[src/rtl/core/rgb_sobel_edge_magnitude_assert.svh]
// Assertion macros for the Sobel edge magnitude block.
// RSEM_ASSERT is checked outside reset; RSEM_ASSERT_ALWAYS is checked during reset too.
// RSEM_ASSERT expects clk_i and rst_ni in scope; RSEM_ASSERT_ALWAYS expects clk_i.
`ifndef RGB_SOBEL_EDGE_MAGNITUDE_ASSERT_SVH
`define RGB_SOBEL_EDGE_MAGNITUDE_ASSERT_SVH
`ifndef ASSERT_OFF
`define RSEM_ASSERT(lbl, prop) \
  lbl: assert property (@(posedge clk_i) disable iff (!rst_ni) prop) \
    else $error("rsem assertion failed");
`define RSEM_ASSERT_ALWAYS(lbl, prop) \
  lbl: assert property (@(posedge clk_i) prop) \
    else $error("rsem assertion failed");
`else
`define RSEM_ASSERT(lbl, prop)
`define RSEM_ASSERT_ALWAYS(lbl, prop)
`endif
`endif

[src/rtl/core/rsem_pkg.sv]
package rsem_pkg;

  localparam int CH_W        = 8;
  localparam int N_CH        = 3;
  localparam int PIX_W       = CH_W * N_CH;
  localparam int LINE_W      = 2 * PIX_W;
  localparam int WIN_N       = 9;
  localparam int GRAD_W      = 11;
  localparam int SQ_W        = 22;
  localparam int ROOT_W      = 16;
  localparam int WIDTH_REG_W = 11;
  localparam int HEIGHT_W    = 16;
  localparam int CFG_W       = 16;
  localparam int CFG_IDX_W   = 1;

  localparam logic [CFG_IDX_W-1:0]   CFG_IMAGE_WIDTH  = 1'b0;
  localparam logic [CFG_IDX_W-1:0]   CFG_IMAGE_HEIGHT = 1'b1;
  localparam logic [WIDTH_REG_W-1:0] WIDTH_RESET      = 11'd640;
  localparam logic [HEIGHT_W-1:0]    HEIGHT_RESET     = 16'd480;

  localparam logic ACT_PIXEL = 1'b0;
  localparam logic ACT_FLUSH = 1'b1;

  localparam logic [CH_W-1:0] MAG_CLAMP = 8'hFF;

  typedef logic [PIX_W-1:0] pixel_t;
  typedef pixel_t [WIN_N-1:0] window_t;

  typedef enum logic [2:0] {
    ST_IDLE,
    ST_LOAD,
    ST_START,
    ST_WAIT,
    ST_OUT
  } ctrl_state_e;

  typedef enum logic [1:0] {
    MAG_IDLE,
    MAG_SQR,
    MAG_ROOT,
    MAG_DONE
  } mag_state_e;

  typedef struct packed {
    logic   done;
    pixel_t value;
  } mag_result_t;

endpackage

[src/rtl/core/rsem_mag.sv]
module rsem_mag
  import rsem_pkg::*;
(
  input  logic        clk_i,
  input  logic        rst_ni,
  input  logic        start_i,
  input  window_t     window_i,
  output mag_result_t result_o
);

  mag_state_e state_q, state_d;
  logic [2:0] bit_q, bit_d;

  logic signed [GRAD_W-1:0] gx_q [N_CH];
  logic signed [GRAD_W-1:0] gx_d [N_CH];
  logic signed [GRAD_W-1:0] gy_q [N_CH];
  logic signed [GRAD_W-1:0] gy_d [N_CH];
  logic [SQ_W-1:0]          sum_q [N_CH];
  logic [SQ_W-1:0]          sum_d [N_CH];
  logic [CH_W-1:0]          root_q [N_CH];
  logic [CH_W-1:0]          root_d [N_CH];
  logic [CH_W-1:0]          trial [N_CH];
  logic [ROOT_W-1:0]        trial_sq [N_CH];
  logic signed [SQ_W-1:0]   sq_x [N_CH];
  logic signed [SQ_W-1:0]   sq_y [N_CH];
  pixel_t                   mag;

  // (a + 2b + c) - (d + 2e + f)
  function automatic logic signed [GRAD_W-1:0] kern(
    input logic [CH_W-1:0] a, input logic [CH_W-1:0] b, input logic [CH_W-1:0] c,
    input logic [CH_W-1:0] d, input logic [CH_W-1:0] e, input logic [CH_W-1:0] f
  );
    logic [CH_W+1:0] pos;
    logic [CH_W+1:0] neg;
    pos = {2'b00, a} + {1'b0, b, 1'b0} + {2'b00, c};
    neg = {2'b00, d} + {1'b0, e, 1'b0} + {2'b00, f};
    return $signed({1'b0, pos}) - $signed({1'b0, neg});
  endfunction

  always_comb begin
    state_d = state_q;
    case (state_q)
      MAG_IDLE: if (start_i) begin
        state_d = MAG_SQR;
      end
      MAG_SQR:  state_d = MAG_ROOT;
      MAG_ROOT: if (bit_q == 3'd0) begin
        state_d = MAG_DONE;
      end
      MAG_DONE: state_d = MAG_IDLE;
      default:  state_d = MAG_IDLE;
    endcase
  end

  always_comb begin
    bit_d = bit_q;
    for (int c = 0; c < N_CH; c++) begin
      gx_d[c] = kern(window_i[2][c*CH_W +: CH_W], window_i[5][c*CH_W +: CH_W],
                     window_i[8][c*CH_W +: CH_W], window_i[0][c*CH_W +: CH_W],
                     window_i[3][c*CH_W +: CH_W], window_i[6][c*CH_W +: CH_W]);
      gy_d[c] = kern(window_i[6][c*CH_W +: CH_W], window_i[7][c*CH_W +: CH_W],
                     window_i[8][c*CH_W +: CH_W], window_i[0][c*CH_W +: CH_W],
                     window_i[1][c*CH_W +: CH_W], window_i[2][c*CH_W +: CH_W]);
      sq_x[c]     = SQ_W'(gx_q[c]) * SQ_W'(gx_q[c]);
      sq_y[c]     = SQ_W'(gy_q[c]) * SQ_W'(gy_q[c]);
      sum_d[c]    = SQ_W'(sq_x[c] + sq_y[c]);
      trial[c]    = root_q[c] | (CH_W'(1) << bit_q);
      trial_sq[c] = ROOT_W'(trial[c]) * ROOT_W'(trial[c]);
      root_d[c]   = root_q[c];
      if (state_q == MAG_SQR) begin
        root_d[c] = '0;
      end else if (state_q == MAG_ROOT && trial_sq[c] <= sum_q[c][ROOT_W-1:0]) begin
        root_d[c] = trial[c];
      end
      // sums of 2^16 and up saturate
      mag[c*CH_W +: CH_W] = (|sum_q[c][SQ_W-1:ROOT_W]) ? MAG_CLAMP : root_q[c];
    end
    if (state_q == MAG_SQR) begin
      bit_d = 3'd7;
    end else if (state_q == MAG_ROOT) begin
      bit_d = bit_q - 3'd1;
    end
  end

  always_ff @(posedge clk_i or negedge rst_ni) begin
    if (!rst_ni) begin
      state_q <= MAG_IDLE;
      bit_q   <= '0;
    end else begin
      state_q <= state_d;
      bit_q   <= bit_d;
    end
  end

  always_ff @(posedge clk_i) begin
    for (int c = 0; c < N_CH; c++) begin
      if (state_q == MAG_IDLE && start_i) begin
        gx_q[c] <= gx_d[c];
        gy_q[c] <= gy_d[c];
      end
      if (state_q == MAG_SQR) begin
        sum_q[c] <= sum_d[c];
      end
      root_q[c] <= root_d[c];
    end
  end

  assign result_o.done  = (state_q == MAG_DONE);
  assign result_o.value = mag;

endmodule

[config.mk]
export PLATFORM = sky130hd
export DESIGN_NAME = rsem_mag
export DESIGN_NICKNAME = d
export VERILOG_FILES = /design/src/rtl/core/rgb_sobel_edge_magnitude_assert.svh /design/src/rtl/core/rsem_pkg.sv /design/src/rtl/core/rsem_mag.sv
export SDC_FILE = /design/constraint.sdc
export NUM_CORES = 2
export LEC_CHECK = 0
export BUFFER_PORTS_ARGS = -buffer_cell sky130_fd_sc_hd__buf_2
export CAP_MARGIN = 20
export CORE_UTILIZATION = 40
export CTS_BUF_LIST = sky130_fd_sc_hd__clkbuf_16
export DETAILED_ROUTE_END_ITERATION = 6
export SLEW_MARGIN = 40
export SYNTH_ARGS = -nofsm -noshare
export SYNTH_HDL_FRONTEND = slang
export SYNTH_SLANG_ARGS = --single-unit
[constraint.sdc]
create_clock -name clk_i -period 16.35 [get_ports clk_i]
set_clock_uncertainty 0.2 [all_clocks]
set_input_delay 3.27 -clock clk_i [delete_from_list [all_inputs] [get_ports clk_i]]
set_output_delay 3.27 -clock clk_i [all_outputs]
set_load 0.05 [all_outputs]
==> results.txt <==
The run finished with clean final reports. Setup violations remaining at the end of the flow were counted as 0. Path category of the worst min-delay check: reg2reg. Startpoint kind of the worst setup timing path: a flip-flop.

The area of all sequential standard cells was 4570 um2; the vias after detailed routing was 27500. The final hold violation count is 0. Initial standard-cell utilization of the core: 40.6%. Type of element capturing the critical path: a flip-flop.

Entering global routing, the biggest net connects 45 pins. Timing would allow up to 0.131 GHz. DRC violation total after the first TritonRoute iteration: 1286.

Clock-pin slew was measured on the worst setup and hold paths at 0.08 ns. After layout, the minimum clock period comes to 7.65 ns. Once detailed placement completed, the half-perimeter wirelength came to 76.1 mm.

Of all flip-flops after synthesis, the portion carrying an async set or reset was 3.11%. The pre-antenna-repair detailed-routing pass consisted of 6 iterations. Compared with the post-synthesis result, the final layout area differs by 7.64%. The logs give 17 for the number of buffers created by CTS and 109000 um2 for the area of the die. The root buffer cell chosen for the clock tree is clkbuf_16. Of the cells placed in the final design, the portion with a size suffix greater than 1 is 7.13%.

The run gives 45.1% as the normalized max-slew margin. The logs give 7 for the initial antenna violation count and 5915 for the cell count after placement. Once the clock tree was built, the resizer swapped 0 gates to a different size. The synthesized netlist contains 65 unique library cells. For this run, design rule violations remaining after detail routing come to 0. The run gives 10.6% as the proportion of synthesized chip area in sequential cells. Dividing the detail-routed via count by the number of cells gives 4.63.

The total area of multi-input combinational cells was 32900 um2. Width of the die: 330 um. The total congestion overflow after global routing came out at 0. The end point of the most critical hold path was root_q[0][2]$_SDFFE_PP0P_.

The Yosys step of the flow raised 0 warnings. TritonCTS built the clock tree. The final worst-path cycle share was 46.8%. The worst register-to-register path has a depth of 27. The count of flip-flops with a built-in enable after synthesis was 132; the fill cell total of the finished layout was 10300. At the later pin of the worst-skew pair, clock insertion delay measures 0.51 ns. The tools report the number of max-capacitance violations reported as 0.

In this run the most critical hold path is launched from root_q[0][2]$_SDFFE_PP0P_. After synthesis the netlist holds a flip-flop and latch count of 161. The region available for standard cell placement spans 106000 um2.

The endpoint identified for the worst register-to-register timing path is root_q[0][8]$_SDFFE_PP0P_. The cell count after synthesis was 4370; the total routed wirelength was 85.0 mm. In this run the core area contains 119 standard-cell rows. In this run the remaining antenna-violating nets after routing total 0. The run gives 0 as the final-report max-slew violation count. The flip-flop cell with the highest count after synthesis is edfxtp_1. In this run the post-CTS setup repair buffer count came out at 0. Data arrives at the worst endpoint at 7.90 ns. The total negative setup slack is 0 ns, and the transition time of the tightest slew-check pin is 0.820 ns.

The critical path in this run is classified as reg2reg. For this run, the total global-route usage over all layers was measured as 17.3%. During I/O placement, the number of pins put on the boundary was 244.

Number of I/O port buffers: 219. The number of instances on the worst hold path is 1, and the total clock sinks is 161. The count of cells in the finished layout, fillers not included, comes to 5950. The die is 330 um tall. The H-tree was split into 4 levels.

In this run the register-to-register setup slack is 8.70 ns. For the summed instance area of the synthesized netlist, the log shows 43000 um2. After clock tree synthesis, the flow added hold-fix buffers numbering 0. The tools report the beginning of the worst register-to-register path as bit_q[0]$_DFFE_PN0P_. After detailed routing, the average wire length per cell comes to 14.3 um.

At the end of the flow, the number of nets in the layout was 6196. The clock passes through at most 2 buffers. The first global-routing pass estimated 149 mm of wire. Setup repair after global routing left no endpoint under its margin. The via count of the first global-routing pass is 30400, and the average footprint of a synthesized cell is 9.84 um2. The run gives 6023 as the number of nets in the synthesized netlist. Along the worst path, the maximum fanout reaches 9. The data required time at the worst endpoint was 16.60 ns; the placer's final routability congestion estimate was 0.836.
==> placed cells by master, fill, tap and decap left out, drive strengths merged, types with 5 or more instances in the layout <==
cell and n:
nand3 15, o21ai 56, clkbuf 18, o21bai 18, edfxtp 132, nor2 181
o2bb2ai 21, clkinv 5, fa 973, a31oi 6, inv 1417, a211oi 11
o41ai 6, nand2 252, nor4 8, nand4 6, o21a 22, nand2b 12
ha 461, dfrtp 5, a21oi 121, buf 229, and2 106, dfxtp 24
and3 5, xor2 46, o31ai 7, nor2b 75, a21o 47, xnor2 160
nor3 22, or2 39, or3 5
==> worst max-delay path, stage by stage (launching register included) <==
cell and delay, ns:
dfrtp_1 0.44, inv_1 0.13, ha_1 0.31, nor2b_1 0.64
nor2_1 0.39, or2_2 0.41, fa_1 0.36, inv_1 0.08
fa_1 0.39, ha_1 0.28, inv_1 0.04, fa_1 0.47
inv_1 0.04, ha_1 0.31, nor2b_1 0.14, o21ai_1 0.14
a21oi_1 0.13, o41a_1 0.35, a41o_1 0.26, o22ai_1 0.14
xnor2_1 0.11, ha_1 0.20, or3_1 0.36, a2111oi_0 0.55
o21a_1 0.22, a21oi_2 0.14, nand2b_1 0.20, a21oi_1 0.12
==> synth_stat cells (6+ instances only) <==
library cell	n	area share [%]
xnor2_1	160	3.3
o2bb2ai_1	21	0.43
o21bai_1	18	0.31
nand3_1	15	0.17
o21a_1	21	0.37
a211oi_1	10	0.17
nor2b_1	75	1.1
xor2_1	46	0.94
and2_1	106	1.5
nand2b_1	12	0.17
nor3_1	22	0.26
o21ai_1	10	0.12
inv_1	1407	12
fa_1	973	45
or2_2	39	0.57
a21o_1	45	0.79
a31oi_1	6	0.087
nand2_1	252	2.2
a21oi_1	120	1.4
ha_1	461	13
nor4_1	7	0.10
nand4_1	6	0.087
dfxtp_1	24	1.1
edfxtp_1	132	9.2
nor2_1	181	1.6
clkbuf_1	73	0.64
o21ai_0	45	0.52
==> registers in the layout (all words and copies together), names as in the netlist <==
register,flops
gy_q,33
gx_q,33
state_q,2
bit_q,3
sum_q,66
root_q,24
==> metrics by stage <==
step	util, %	cell area [um2]	setup slack [ns]	hold slack, ns
after floorplan	-	43000	9.49	0.247
after global placement	43.1	45600	8.85	0.276
after detailed placement	43.1	45700	8.82	0.270
after CTS	43.7	46300	8.77	0.285
after global routing	43.7	46300	8.11	0.308
final	43.7	46300	8.70	0.284
==> metal layers <==
| layer | share of wire, % | vias up | GRT usage (%) | wire [um] |
|---|---|---|---|---|
| met5 | 0 | - | 0 | 0 |
| met4 | 1.2 | 0 | 3.10 | 1060 |
| met3 | 4.0 | 52 | 2.62 | 3420 |
| met2 | 49 | 417 | 29.3 | 41300 |
| met1 | 46 | 13900 | 23.7 | 39200 |
| li1 | - | 13200 | - | - |
==> logic make-up after synthesis <==
| logic type | count (synthesis) | share of synthesized area, % |
|---|---|---|
| AOI/OAI and AO/OA | 347 | 5.33 |
| adders and majority gates | 1434 | 58.7 |
| buffers and inverters | 1483 | 12.9 |
| muxes | 3 | 0.0785 |
| xor gates and xnor gates | 206 | 4.19 |
| and+or+nand+nor | 736 | 8.13 |
| DFF | 161 | 10.6 |
==> worst max path at each step <==
stage / start / end / slack (ns) / cells after the start
finish: bit_q[0]$_DFFE_PN0P_ / root_q[0][8]$_SDFFE_PP0P_ / 8.70 / 27
global route: bit_q[0]$_DFFE_PN0P_ / root_q[0][7]$_SDFFE_PP0P_ / 8.11 / 28
CTS: bit_q[0]$_DFFE_PN0P_ / root_q[0][1]$_SDFFE_PP0P_ / 8.77 / 28
detailed placement: bit_q[0]$_DFFE_PN0P_ / root_q[0][1]$_SDFFE_PP0P_ / 8.82 / 28
global placement: bit_q[0]$_DFFE_PN0P_ / root_q[0][8]$_SDFFE_PP0P_ / 8.85 / 27
floorplan: gy_q[0][10]$_DFFE_PP_ / sum_q[0][21]$_DFFE_PP_ / 9.49 / 22
==> final cells by class <==
cell class	instances	share of cell area, %
well taps	1391	3.76
clock inverters	14	0.295
flip-flops and latches	161	9.87
multi-input cells	2726	71.1
clock buffers	18	0.973
inverters	1408	11.4
repair buffers	229	2.60
diodes	3	0.0162
Power is left out: the tool's default activity adds up to more than one toggle a clock period on the data nets, which glitch-free logic cannot reach.
